[config.mk]
export PLATFORM = sky130hd
export DESIGN_NAME = imtc_merge
export DESIGN_NICKNAME = d
export VERILOG_FILES = /design/src/sv/imtc_pkg.sv /design/src/sv/imtc_merge.sv
export SDC_FILE = /design/constraint.sdc
export NUM_CORES = 2
export LEC_CHECK = 0
export CAP_MARGIN = 20
export CORE_ASPECT_RATIO = 1.25
export CORE_UTILIZATION = 65
export CTS_CLUSTER_SIZE = 40
export DETAILED_ROUTE_END_ITERATION = 8
export DONT_BUFFER_PORTS = 1
export PLACE_DENSITY = 0.81
export SKIP_LAST_GASP = 1
export SLEW_MARGIN = 20
export SYNTH_ARGS = -nofsm -noshare
export SYNTH_HDL_FRONTEND = slang
export SYNTH_SLANG_ARGS = --single-unit
[constraint.sdc]
create_clock -name aclk -period 8.7 [get_ports aclk]
set_input_delay 1.305 -clock aclk [delete_from_list [all_inputs] [get_ports aclk]]
set_output_delay 1.305 -clock aclk [all_outputs]
set_load 0.02 [all_outputs]
[src/sv/imtc_pkg.sv]
// Shared types, widths, register indexes and reset values for the INT8 MLP classifier.
`default_nettype none
package imtc_pkg;

    localparam int FEATURES = 6;
    localparam int HIDDEN   = 4;
    localparam int LOGITS   = 2;

    localparam int FEAT_W    = 8;
    localparam int COUNT_W   = 3;
    localparam int PROD_W    = 16;   // int8 x int8
    localparam int HACC_W    = 18;   // bias*16 plus six products
    localparam int HID_W     = 17;   // hidden value after ReLU, always >= 0
    localparam int MPROD_W   = 26;   // int8 x hidden value
    localparam int LOGIT_W   = 27;
    localparam int CFG_IDX_W = 3;
    localparam int CFG_W     = 64;
    localparam int HW_W      = FEATURES * FEAT_W;

    typedef logic signed [FEAT_W-1:0]  feat_t;
    typedef logic        [HID_W-1:0]   hid_t;
    typedef logic signed [LOGIT_W-1:0] logit_t;

    typedef enum logic [CFG_IDX_W-1:0] {
        REG_HIDDEN0_W = 3'd0,
        REG_HIDDEN1_W = 3'd1,
        REG_HIDDEN2_W = 3'd2,
        REG_HIDDEN3_W = 3'd3,
        REG_HIDDEN_B  = 3'd4,
        REG_OUT_W     = 3'd5,
        REG_OUT_B     = 3'd6
    } reg_idx_t;

    localparam logic [HW_W-1:0] HIDDEN0_W_RST = 48'd8787553810444;
    localparam logic [HW_W-1:0] HIDDEN1_W_RST = 48'd278180904307706;
    localparam logic [HW_W-1:0] HIDDEN2_W_RST = 48'd276007366558212;
    localparam logic [HW_W-1:0] HIDDEN3_W_RST = 48'd14276622222327;
    localparam logic [31:0]     HIDDEN_B_RST  = 32'd196353;
    localparam logic [63:0]     OUT_W_RST     = 64'd503289322871847177;
    localparam logic [15:0]     OUT_B_RST     = 16'd256;

    // per-stage load strobes
    typedef struct packed {
        logic en_prod;
        logic en_sum;
    } lane_ctl_t;

    typedef struct packed {
        logic en_prod;
        logic en_sum;
    } merge_ctl_t;

endpackage
`default_nettype wire

[src/sv/imtc_merge.sv]
// Output layer: hidden-by-weight products, logit sums and argmax.
`default_nettype none
module imtc_merge (
    input  wire logic                                      aclk,
    input  wire imtc_pkg::merge_ctl_t                      ctl,
    input  wire imtc_pkg::hid_t [imtc_pkg::HIDDEN-1:0]     hidden,
    input  wire logic [63:0]                               out_weights,
    input  wire logic [15:0]                               out_biases,
    output logic                                           action,
    output imtc_pkg::logit_t                               normal_logit,
    output imtc_pkg::logit_t                               anomaly_logit
);

    logic signed [imtc_pkg::MPROD_W-1:0] mp_reg  [imtc_pkg::LOGITS][imtc_pkg::HIDDEN];
    logic signed [imtc_pkg::MPROD_W-1:0] mp_next [imtc_pkg::LOGITS][imtc_pkg::HIDDEN];
    imtc_pkg::logit_t                    sum     [imtc_pkg::LOGITS];
    imtc_pkg::logit_t                    normal_reg, anomaly_reg;
    logic                                action_reg;

    always_comb begin
        for (int o = 0; o < imtc_pkg::LOGITS; o++) begin
            for (int h = 0; h < imtc_pkg::HIDDEN; h++) begin
                mp_next[o][h] = $signed(out_weights[32*o + 8*h +: 8])
                              * $signed({1'b0, hidden[h]});
            end
        end
    end

    always_comb begin
        for (int o = 0; o < imtc_pkg::LOGITS; o++) begin
            sum[o] = imtc_pkg::LOGIT_W'($signed(out_biases[8*o +: 8])) <<< 8;
            for (int h = 0; h < imtc_pkg::HIDDEN; h++) begin
                sum[o] = sum[o] + imtc_pkg::LOGIT_W'(mp_reg[o][h]);
            end
        end
    end

    always_ff @(posedge aclk) begin
        if (ctl.en_prod) begin
            mp_reg <= mp_next;
        end
        if (ctl.en_sum) begin
            normal_reg  <= sum[0];
            anomaly_reg <= sum[1];
            action_reg  <= (sum[1] > sum[0]);   // tie goes to normal
        end
    end

    assign action        = action_reg;
    assign normal_logit  = normal_reg;
    assign anomaly_logit = anomaly_reg;

endmodule
`default_nettype wire

After elaboration in Yosys (flattened, before gate mapping)
Cells that the tools add are included.
Operators by class
  add/subtract/negate cells: 8
  multiply operators: 8
  divide/modulo/power cells: 0
  magnitude comparators: 1
  equality and inequality tests: 0
  shift operators: 0
  mux-type cells: 0
  bitwise gates (word level): 0
  reduce and logical (&&, ||, !) cells: 0
Operators by type and width (count)
  $mul 8x18->26: 8
  $add 27x26->27: 6
  $add 16x26->27: 2
  $gt 27x27->1: 1
Storage, ports and cells
  register bits: 263
  bits in latches: 0
  bits in writable memories: 0
  ROM bits: 0
  input bits: 151
  memories kept: 0

Longest topological paths before layout
  word-level depth: 5
  depth in mapped cells: 24

Worst setup path after synthesis
OpenSTA, ideal clock, no wires.
  path kind: input to register
  start: input out_biases[3]
  end: register action_reg, in the netlist action (data pin)
  setup time: 0.269 ns
  data arrival time: 5.569 ns
  data required time: 8.431 ns
  path slack: 2.861 ns
  stages: 22
  cells stage by stage: inv_1 > fa_1 > inv_1 > fa_1 > inv_1 > fa_1 > inv_1 > ha_1 > and3_1 > a221oi_1 > and3b_1 > a21boi_1 > o41ai_2 > o21ai_1 > mux2i_1 > nand3_1 > ha_1 > nand4_1 > nor2_1 > nand2_1 > o41ai_1 > mux2i_1
Between the ends
  word-level cells in the longest chain between the ends: 5
RTL lines
  start: declaration: line imtc_merge.sv:8  | input wire logic [15:0] out_biases,
  $add 16x26->27: line imtc_merge.sv:33  | sum[o] = sum[o] + imtc_pkg::LOGIT_W'(mp_reg[o][h]);
  $add 27x26->27 (3 in series): line imtc_merge.sv:33
  $gt 27x27->1: line imtc_merge.sv:45  | action_reg <= (sum[1] > sum[0]);
  end signal: assignment: line imtc_merge.sv:45
  end: declaration: line imtc_merge.sv:18  | logic action_reg;
Every way passes these cells.
A chain may end at the register's enable or synchronous reset.

Worst setup path in the final report
  start: input out_biases[1]
  end: register action_reg, in the netlist action (data pin)
The elaborated chain is that of the path after synthesis.

==> key figures <==
Worst setup path
  – Reg-to-reg setup timing slack: 2.93 ns
  – CP max FO: 4
  – Critical R2R Launch: mp_reg[53]
  – Crit path capture type: register
  – Reg-to-Reg End: action
  – CP required: 8.99 ns
  – CP max stage delay: 0.55 ns
  – R2r worst-path depth: 21
  – Critical Path Source Type: input port
  – Slowest CP cell: fa_1
  – CP cell instances: inv_1 -> fa_1 -> inv_1 -> fa_1 -> inv_1 -> fa_1 -> inv_1 -> ha_1 -> and3_1 -> a221oi_1 -> and3b_1 -> a21boi_1 -> o41ai_2 -> o21ai_1 -> mux2i_1 -> nand3_1 -> ha_1 -> nand4_1 -> nor2_1 -> nand2_1 -> o41ai_1 -> mux2i_1
  – Data arrival, critical path: 6.11 ns
  – Worst Path Class, Setup: in -> reg
  – Worst path most repeated cell: inv_1
  – Setup crit start: out_biases[1]

Job
  – Maxcap violations: 0

Clock network
  – Worst-case clock buffer depth: 3
  – CTS Buf Count: 34
  – Post-CTS setup repair buffer count: 0
  – PostCTS Resize Cnt: 0
  – TritonCTS clock tree: done
  – Skew-Pair Late Insertion Delay: 0.57 ns
  – H-Tree Depth: 2
  – Num Clock Sinks: 263
  – Clock transition at the registers of the reported paths: 0.07 ns
  – CTS root buffer: clkbuf_16
  – Hold Buf Count CTS: 0

Global routing
  – Largest net degree at the start of global routing: 209
  – Total GRT Usage: 32.9%
  – GRT Residual Overflow: 0
  – GR Util met3: 6.02%
  – Vias in the first global route: 39400
  – GRT Max-Usage Layer: met2
  – Met1 Usage GRT: 41.1%
  – Initial antenna violation count: 4
  – Met2 Track Usage GR: 54.8%
  – Global-route wire length before repair: 206000 um

Drt
  – DR vias: 37200
  – Post-DR vias/cell: 5.76
  – DR pass1 iterations: 6
  – DRT iter0 DRCs: 2870
  – Drt wl/cell: 19.8 um
  – Drt total wl: 128000 um
  – Drt drc: 0
  – Antenna violation net count after detailed routing: 0

Timing
  – Worst-margin pin slew: 0.894 ns
  – Slew HR: 38.8%
  – Pins Over Slew Limit: 0
  – Fin. Hold Viols: 0
  – F_max: 0.172 GHz
  – Sum Neg Setup Slack: 0 ns
  – Clock Skew: 0.0319 ns
  – Part of the cycle the worst path needs: 66.9%
  – Finish-stage setup viols: 0
  – RSZ-0062 raised after global routing: false
  – Clock period minus worst slack: 5.82 ns
  – Final Worst Setup Slack: 2.88 ns

Synth
  – Mapped Cells: 5498
  – Leading area contributor after synthesis: fa_1
  – Yosys warning count: 0
  – Syn nets: 7096
  – Ranking of synthesized cells by area: fa_1 34%, edfxtp_1 15%, ha_1 14%, inv_1 9.7%, and2_1 7.5%
  – Largest family of logic cells by synthesized area: adder cells
  – Post-synth top flop: edfxtp_1
  – Synth Area in Compound Gates: 7.19%
  – Post-synth ARST share: 0%
  – Number of enable flip-flop cells after synthesis: 263
  – Post-synth top cells: 1331 x inv_1, 868 x fa_1, 623 x and2_1
  – Count leader, synth: inv_1
  – Register area share after synthesis: 15.3%
  – Post-synthesis simple-gate area fraction: 15.8%
  – Post-synthesis mux area share: 0.0967%
  – Yosys top cell area share: 33.6%
  – XOR/XNOR share of the synthesized area: 3.27%
  – Flops & latches, synth: 263
  – Avg Synthesized Cell Area: 9.41 um^2
  – Syn Std Cell Area: 51700 um^2
  – Synth cell types: 82
  – Adder-cell area share of the yosys netlist: 47.6%

Floorplan
  – Die Ht: 317 um
  – Die footprint: 80700 um^2
  – Ports: 206
  – CORE AREA: 78700 um^2
  – Starting Density: 65.7%
  – Die X: 254 um
  – Rows: 115

Finish
  – Max reg flops: 208
  – Layout area overhead: 3.65%
  – Fin nets: 6968
  – Layout cell share with drive strength beyond 1: 1.54%
  – Fillers: 5945

Placement
  – Worst slack, placed: 2.40 ns
  – IO Port Bufs: 0
  – GPL Wtd Cong: 0.962
  – Detailed Place HPWL: 104000 um

Outcome
  – Run status: completed

Min path
  – Hold path cells: 1
  – Hold wc startpoint: mp_reg[78]
  – Min-delay worst type: reg -> reg
  – Hold endpoint: anomaly_logit[0]
-- cell type report --
cell class / instances / area (um^2) / area share (%)
diodes: 2 / 5.00 / 0.00933
clock buffers: 39 / 933 / 1.74
clock inverters: 22 / 251 / 0.469
inverters: 1331 / 5000 / 9.31
multi-input cells: 3740 / 38200 / 71.3
flip-flops and latches: 263 / 7900 / 14.7
well taps: 1053 / 1320 / 2.46
-- cell families after synthesis --
family	after synthesis
multiplexers	5
XOR/XNOR	193
flip-flops	263
adder cells (fa/ha/maj)	1447
buffers and inverters	1495
AO/OA/AOI/OAI	564
AND/OR/NAND/NOR	1531
-- per-layer routing --
layer | vias up | share of wire, %
li1 | 16700 | -
met1 | 18700 | 38
met2 | 1441 | 49
met3 | 321 | 8.0
met4 | 2 | 5.4
met5 | - | 0.010
-- layout by cell type (no fill, tap or decap), drive strengths merged, types with 8 or more instances in the layout --
master / count
xnor2: 145
nand3: 44
o31ai: 10
nor3: 40
o211ai: 18
fa: 868
o21bai: 26
a2111oi: 8
and3: 18
and2: 624
a21oi: 161
a21o: 86
nor2b: 37
a31oi: 29
o21a: 27
nand4: 20
inv: 1336
o31a: 8
o21ai: 100
o311ai: 9
nand2: 406
a221oi: 9
nor2: 152
or3: 10
edfxtp: 263
or2: 9
xor2: 48
a211oi: 27
ha: 579
nand2b: 142
clkbuf: 39
-- worst max path at each step --
stage | end | slack [ns] | depth (start not counted)
after floorplan | action | 2.86 | 22
after global placement | action | 2.47 | 22
after detailed placement | action | 2.40 | 22
after CTS | action | 2.98 | 22
after global routing | action | 2.51 | 22
final | action | 2.88 | 22
-- worst max-delay path: cells and delay by family --
| family | cells | cell delay, ns |
|---|---|---|
| buf+inv | 4 | 0.22 |
| simple gates | 6 | 0.92 |
| compound gates | 5 | 1.14 |
| mux | 2 | 0.34 |
| fa+ha+maj | 5 | 2.19 |
-- per-stage QoR --
step           cell area (um^2)  utilization (%)  cells  hold WS (ns)
6_report                  53600             68.1   6450         0.692
5_1_grt                   53600             68.1   6449         0.680
4_1_cts                   53600             68.1   6448         0.663
3_5_place_dp              52400             66.6   6387         0.634
3_3_place_gp              52400             66.6   6387         0.629
2_1_floorplan             51700                -   5498         0.548
Power is left out: the tool's default activity adds up to more than one toggle a clock period on the data nets, which glitch-free logic cannot reach.
