===== src/sv/imtc_pkg.sv =====
// Shared types, widths, register indexes and reset values for the INT8 MLP classifier.
`default_nettype none
package imtc_pkg;

    localparam int FEATURES = 6;
    localparam int HIDDEN   = 4;
    localparam int LOGITS   = 2;

    localparam int FEAT_W    = 8;
    localparam int COUNT_W   = 3;
    localparam int PROD_W    = 16;   // int8 x int8
    localparam int HACC_W    = 18;   // bias*16 plus six products
    localparam int HID_W     = 17;   // hidden value after ReLU, always >= 0
    localparam int MPROD_W   = 26;   // int8 x hidden value
    localparam int LOGIT_W   = 27;
    localparam int CFG_IDX_W = 3;
    localparam int CFG_W     = 64;
    localparam int HW_W      = FEATURES * FEAT_W;

    typedef logic signed [FEAT_W-1:0]  feat_t;
    typedef logic        [HID_W-1:0]   hid_t;
    typedef logic signed [LOGIT_W-1:0] logit_t;

    typedef enum logic [CFG_IDX_W-1:0] {
        REG_HIDDEN0_W = 3'd0,
        REG_HIDDEN1_W = 3'd1,
        REG_HIDDEN2_W = 3'd2,
        REG_HIDDEN3_W = 3'd3,
        REG_HIDDEN_B  = 3'd4,
        REG_OUT_W     = 3'd5,
        REG_OUT_B     = 3'd6
    } reg_idx_t;

    localparam logic [HW_W-1:0] HIDDEN0_W_RST = 48'd8787553810444;
    localparam logic [HW_W-1:0] HIDDEN1_W_RST = 48'd278180904307706;
    localparam logic [HW_W-1:0] HIDDEN2_W_RST = 48'd276007366558212;
    localparam logic [HW_W-1:0] HIDDEN3_W_RST = 48'd14276622222327;
    localparam logic [31:0]     HIDDEN_B_RST  = 32'd196353;
    localparam logic [63:0]     OUT_W_RST     = 64'd503289322871847177;
    localparam logic [15:0]     OUT_B_RST     = 16'd256;

    // per-stage load strobes
    typedef struct packed {
        logic en_prod;
        logic en_sum;
    } lane_ctl_t;

    typedef struct packed {
        logic en_prod;
        logic en_sum;
    } merge_ctl_t;

endpackage
`default_nettype wire


===== src/sv/imtc_lane.sv =====
// One hidden-unit lane: masked products, then bias add and ReLU.
`default_nettype none
module imtc_lane (
    input  wire logic                                          aclk,
    input  wire imtc_pkg::lane_ctl_t                           ctl,
    input  wire imtc_pkg::feat_t [imtc_pkg::FEATURES-1:0]      features,
    input  wire logic [imtc_pkg::COUNT_W-1:0]                  feature_count,
    input  wire logic [imtc_pkg::HW_W-1:0]                     weights,
    input  wire logic [imtc_pkg::FEAT_W-1:0]                   bias,
    output imtc_pkg::hid_t                                     hidden
);

    logic signed [imtc_pkg::PROD_W-1:0] prod_reg  [imtc_pkg::FEATURES];
    logic signed [imtc_pkg::PROD_W-1:0] prod_next [imtc_pkg::FEATURES];
    imtc_pkg::hid_t                     hid_reg;
    imtc_pkg::hid_t                     hid_next;
    logic signed [imtc_pkg::HACC_W-1:0] acc;

    // features at or past the count are dropped before the multiply
    always_comb begin
        for (int i = 0; i < imtc_pkg::FEATURES; i++) begin
            if ({1'b0, feature_count} > 4'(i)) begin
                prod_next[i] = $signed(weights[8*i +: 8]) * features[i];
            end else begin
                prod_next[i] = '0;
            end
        end
    end

    always_comb begin
        acc = imtc_pkg::HACC_W'($signed(bias)) <<< 4;
        for (int i = 0; i < imtc_pkg::FEATURES; i++) begin
            acc = acc + imtc_pkg::HACC_W'(prod_reg[i]);
        end
        hid_next = (acc > 0) ? acc[imtc_pkg::HID_W-1:0] : '0;
    end

    always_ff @(posedge aclk) begin
        if (ctl.en_prod) begin
            prod_reg <= prod_next;
        end
        if (ctl.en_sum) begin
            hid_reg <= hid_next;
        end
    end

    assign hidden = hid_reg;

endmodule
`default_nettype wire


===== config.mk =====
export PLATFORM = sky130hd
export DESIGN_NAME = imtc_lane
export DESIGN_NICKNAME = d
export VERILOG_FILES = /design/src/sv/imtc_pkg.sv /design/src/sv/imtc_lane.sv
export SDC_FILE = /design/constraint.sdc
export NUM_CORES = 1
export LEC_CHECK = 0
export ABC_CLOCK_PERIOD_IN_PS = 11310
export BUFFER_PORTS_ARGS = -buffer_cell sky130_fd_sc_hd__buf_2
export CAP_MARGIN = 25
export CORE_ASPECT_RATIO = 1.5
export CORE_MARGIN = 1.5
export CORE_UTILIZATION = 35
export CTS_BUF_LIST = sky130_fd_sc_hd__clkbuf_4
export DETAILED_ROUTE_END_ITERATION = 10
export GPL_TIMING_DRIVEN = 0
export MAX_ROUTING_LAYER = met4
export RECOVER_POWER = 50
export SETUP_SLACK_MARGIN = 0.5
export SYNTH_ARGS = -nofsm -noshare
export SYNTH_HDL_FRONTEND = slang
export SYNTH_SLANG_ARGS = --single-unit
export TNS_END_PERCENT = 5

===== constraint.sdc =====
create_clock -name aclk -period 11.31 [get_ports aclk]
set_clock_uncertainty 0.15 [all_clocks]
set_input_delay 0.5655 -clock aclk [delete_from_list [all_inputs] [get_ports aclk]]
set_output_delay 0.5655 -clock aclk [all_outputs]
set_load 0.005 [all_outputs]

Word-level counts from Yosys, hierarchy flattened

Index checks and enable logic that the tools add are counted.

Bits in registers: 113

Add/subtract/negate cells: 6
Multiply operators: 6
Order comparisons: 7

Operators with widths:

| operator                                                                          | number |
|---|---|
| 8-bit by 8-bit multiplier with 16-bit output                                      | 6 |
| 18-bit by 16-bit adder with 18-bit output                                         | 4 |
| 17-bit by 16-bit adder with 18-bit output                                         | 1 |
| 18-bit by 1-bit greater-than comparator with 1-bit output (second input constant) | 1 |
| 12-bit by 16-bit adder with 17-bit output                                         | 1 |
| 3-bit by 1-bit greater-than comparator with 1-bit output (second input constant)  | 2 |
| 3-bit by 2-bit greater-than comparator with 1-bit output (second input constant)  | 2 |
| 3-bit greater-than comparator (second input constant)                             | 2 |

Logic depth before layout (Yosys ltp)

Depth in word-level cells: 7
Gate-level depth with buffers: 18

Least setup slack after synthesis

Ideal clock, no wire load.

Path type: input to register
From: input port features[17] in the netlist's numbering
To: register prod_reg[63] in the netlist's numbering (data pin)
Library setup time: 0.266 ns
Data arrival time: 4.301 ns
Slack: 6.593 ns
Stages: 16
Path buffers: 0
Path through: and2_1 fa_1 inv_1 fa_1 inv_1 fa_1 inv_1 fa_1 inv_1 ha_1 o21a_1 a2111oi_2 o31ai_1 a31oi_1 xnor2_1 nor2_1

Word-level cells in the longest chain between the ends: 1

RTL lines:

| item                                         | line            | source |
|---|---|---|
| start: declaration                           | imtc_lane.sv:6  | `input wire imtc_pkg::feat_t [imtc_pkg::FEATURES-1:0] features,` |
| 8-bit by 8-bit multiplier with 16-bit output | imtc_lane.sv:23 | `prod_next[i] = $signed(weights[8*i +: 8]) * features[i];` |
| end signal: assignment                       | imtc_lane.sv:40 | `prod_reg <= prod_next;` |
| end: declaration                             | imtc_lane.sv:13 | `logic signed [imtc_pkg::PROD_W-1:0] prod_reg [imtc_pkg::FEATURES];` |

No other way between the ends.
A chain may end at the register's enable or synchronous reset.

Final worst setup path

From: register prod_reg[39] in the netlist's numbering
To: register hid_reg[9], in the netlist hidden[9] (data pin)

Word-level cells in the longest chain between the ends: 4

RTL lines:

| item                                                       | line            | source |
|---|---|---|
| 18-bit by 16-bit adder with 18-bit output (*) (3 in a row) | imtc_lane.sv:33 | `acc = acc + imtc_pkg::HACC_W'(prod_reg[i]);` |
| 18-bit by 1-bit greater-than comparator with 1-bit output  | imtc_lane.sv:35 | `hid_next = (acc > 0) ? acc[imtc_pkg::HID_W-1:0] : '0;` |
| end signal: assignment                                     | imtc_lane.sv:43 | `hid_reg <= hid_next;` |
| end: declaration                                           | imtc_lane.sv:15 | `imtc_pkg::hid_t hid_reg;` |

Every way passes the cells marked *; elsewhere a longest branch is shown, timed or not.

==> reports/qor.log <==
INFO  timing         fmax=193MHz
INFO  floorplanning  core=59900µm²
INFO  place          routabilityCongestion=0.853
INFO  routing        route.final.wire_length=46300µm
INFO  clocking       clockBufferDepth=2
INFO  logic_synthesis netlist_top_cells_count=inv_1 (553), fa_1 (408), and2_1 (236)
INFO  hold_path      worstHoldPathType=in -> reg
INFO  critical_path  critical_path_class=reg -> reg
INFO  final_layout   layout.core_utilization=0.385
INFO  global_route   first_pass_grt_wire_length=79100µm
INFO  floorplanning  fp-row-count=110
INFO  clocking       clkSlewWorstSetupHoldPaths=0.11ns
INFO  global_route   grt_use_total=0.166
INFO  timing         timing_worst_slew_pin_value=2.69ns
INFO  timing         setup_viol_count_final=0
INFO  place          place.port_buffers=120
INFO  final_layout   final_nets=2976
INFO  timing         layout_worst_path_cycle_share=0.458
INFO  clocking       cts-buffers-inserted=17
INFO  timing         report.final.hold_viol_count=0
INFO  floorplanning  floorplan.initialDensity=0.353
INFO  routing        drt.antenna.violating_nets=0
INFO  logic_synthesis synth_top_area_share=0.387
INFO  logic_synthesis syn-mean-instance-area=9.93µm²
INFO  final_layout   area.sequential=3390µm²
INFO  critical_path  crit_path_end_kind=register
INFO  logic_synthesis synth_edf_count=113
INFO  final_layout   areaGrowthSynthToFinish=9.15%
INFO  logic_synthesis synthesis.instances=2126
INFO  run            maxCapViolations=2
INFO  critical_path  crit_chain=inv_1 -> fa_1 -> inv_1 -> fa_1 -> inv_1 -> fa_1 -> fa_1 -> inv_1 -> ha_1 -> and2_4 -> o21ai_1 -> nand4_1 -> a41oi_2 -> nand4b_1 -> nand3_4 -> a311oi_1
INFO  routing        detail_route.iter0.violations=432
INFO  logic_synthesis synth_top_cell_by_area=fa_1
INFO  critical_path  cpLargestDelayFamily=adder cells
INFO  logic_synthesis postSynthNetCount=2835
INFO  clocking       cts.htree.levels=4
INFO  logic_synthesis post_synth_num_cell_types=52
INFO  logic_synthesis synthFlopType=edfxtp_1
INFO  logic_synthesis cell_area_synth=21100µm²
INFO  critical_path  worst_path_largest_cell_delay=0.54ns
INFO  floorplanning  floorplan.die_area=61900µm²
INFO  floorplanning  num_io_pins=127
INFO  clocking       cts_hold_buf=0
INFO  floorplanning  die_w=204µm
INFO  final_layout   layout.filler_cells=5978
INFO  clocking       worst_skew_pair.late_latency=0.59ns
INFO  timing         finalSetupTns=0ns
INFO  routing        drt_drc_violations_left=0
INFO  timing         rsz0062_at_grt=false
INFO  timing         maxSlewViolCount=99
INFO  routing        viasPerCell=4.66
INFO  clocking       cts_tree=built
INFO  critical_path  critical_path_buf_inv_count=4
INFO  routing        average_detailed_routed_wire_length_per_instance=15.1µm
INFO  logic_synthesis synth-seq-cells=113
INFO  logic_synthesis synth.most_common_cell=inv_1
INFO  global_route   gr-total-overflow=0
INFO  routing        routed-via-count=14298
INFO  place          dp.final_hpwl=40800µm
INFO  final_layout   fraction_of_final_layout_cells_with_drive_strength_greater_than_1=0.0716
INFO  clocking       clock_sinks=113
INFO  clocking       setup_repair_bufs_after_cts=0
INFO  logic_synthesis async_reset_ff_frac=0
INFO  timing         worst_rel_slew_slack=-0.796
INFO  floorplanning  die_h=304µm
INFO  timing         minimum_period_implied_by_the_final_worst_setup_slack=5.18ns
INFO  critical_path  crit_fanout=8
INFO  critical_path  timing.critical_path.from_type=register
INFO  run_status     violations=max-capacitance violations, max-slew violations
INFO  logic_synthesis synth.yosys.seq_area_share=0.161
INFO  routing        dr.pass1.iters=5
INFO  logic_synthesis synth_top_cells_by_area=fa_1 (39%), edfxtp_1 (16%), ha_1 (11%)
INFO  global_route   grt_max_degree=51
INFO  clocking       cts.repair.resized=0
INFO  critical_path  critical-path-slowest-cell=a311oi_1
INFO  clocking       clock_tree.root_cell=clkbuf_4
INFO  critical_path  critical_path_required=11.46ns
INFO  global_route   first_global_vias=16040
INFO  critical_path  worst-endpoint-arrival=5.33ns
INFO  logic_synthesis ys.warnings.count=0
INFO  global_route   grt_antenna_before_repair=6
INFO  final_layout   multi_input_area=15600µm²
INFO  final_layout   largest_register_ff_count=96
INFO  run_status     result_of_the_run=finished, violations left
area by class of cell:
class | count | share of cell area
antenna | 6 | 0.000651
buffer | 14 | 0.00261
clock buffer | 19 | 0.00619
clock inverter | 11 | 0.00820
inverter | 553 | 0.0900
multi-input combinational | 1446 | 0.676
sequential | 113 | 0.147
tap | 784 | 0.0426
timing repair buffer | 122 | 0.0263
worst reg2reg max path, delay by kind of cell (launching register included):
kind	cells	cell delay, ns
simple gates	4	0.73
flops	1	0.36
fa+ha+maj	5	2.38
buf+inv	4	0.21
compound gates	3	1.06
cell families (layout without fill, tap and decap cells):
| group | count (synthesis) | count (layout) | share of synthesized area |
|---|---|---|---|
| AND/OR/NAND/NOR | 602 | 602 | 0.151 |
| adder cells (fa/ha/maj) | 599 | 599 | 0.500 |
| buffers and inverters | 567 | 719 | 0.101 |
| AO/OA/AOI/OAI | 144 | 144 | 0.0449 |
| flip-flops | 113 | 113 | 0.161 |
| XOR/XNOR | 100 | 100 | 0.0415 |
| multiplexers | 1 | 1 | 0.000533 |
| other | 0 | 6 | 0 |
routing by layer:
metal / track usage / wire, µm
met5: - / 0
met3: 0.0245 / 1460
met4: 0.0534 / 1330
met1: 0.183 / 17900
met2: 0.302 / 25600
layout by cell type, fill, tap and decap left out, types with 3 or more instances in the layout:
| cell | Yosys | final |
|---|---|---|
| inv_1 | 553 | 553 |
| fa_1 | 408 | 408 |
| and2_1 | 236 | 236 |
| ha_1 | 191 | 191 |
| nand2_1 | 130 | 130 |
| buf_2 | 0 | 115 |
| edfxtp_1 | 113 | 113 |
| nor2_1 | 99 | 99 |
| xnor2_1 | 70 | 70 |
| nand2b_1 | 51 | 51 |
| o21ai_0 | 44 | 44 |
| nor2b_1 | 32 | 32 |
| a21oi_1 | 32 | 32 |
| xor2_1 | 30 | 30 |
| nor3_1 | 24 | 24 |
| clkbuf_4 | 0 | 20 |
| clkbuf_1 | 13 | 19 |
| a21o_1 | 11 | 11 |
| and3_1 | 10 | 10 |
| o21a_1 | 8 | 8 |
| a211oi_1 | 8 | 8 |
| o41ai_1 | 7 | 7 |
| diode_2 | 0 | 6 |
| a31oi_1 | 6 | 6 |
| or3_1 | 6 | 6 |
| o31ai_1 | 5 | 5 |
| bufinv_16 | 0 | 5 |
| or2_2 | 3 | 3 |
metrics by stage:
| stage | setup WS, ns | cells | cell area (µm²) | hold WS, ns |
|---|---|---|---|---|
| after floorplan | 6.59 | 2126 | 21100 | 0.528 |
| after global placement | 5.85 | 3030 | 22700 | 0.742 |
| after detailed placement | 5.84 | 3031 | 22700 | 0.797 |
| after CTS | 6.15 | 3061 | 23100 | 0.184 |
| after global routing | 5.96 | 3068 | 23100 | 0.213 |
| final | 6.13 | 3068 | 23100 | 0.250 |
path summary, 6_finish.rpt:
check,end,cells after the start,slack [ns],start
max,hidden[9]$_SDFFCE_PP0P_,16,6.13,prod_reg[39]$_SDFFCE_PP0P_
min,prod_reg[48]$_SDFFCE_PP0P_,3,0.25,features[16]
max reg2reg,hidden[9]$_SDFFCE_PP0P_,16,6.13,prod_reg[39]$_SDFFCE_PP0P_
min reg2reg,hidden[0]$_SDFFCE_PP0P_,3,0.79,prod_reg[32]$_SDFFCE_PP0P_
Power is not shown: default switching activity piles up to over one toggle a cycle in this logic, so the estimate is an artifact.
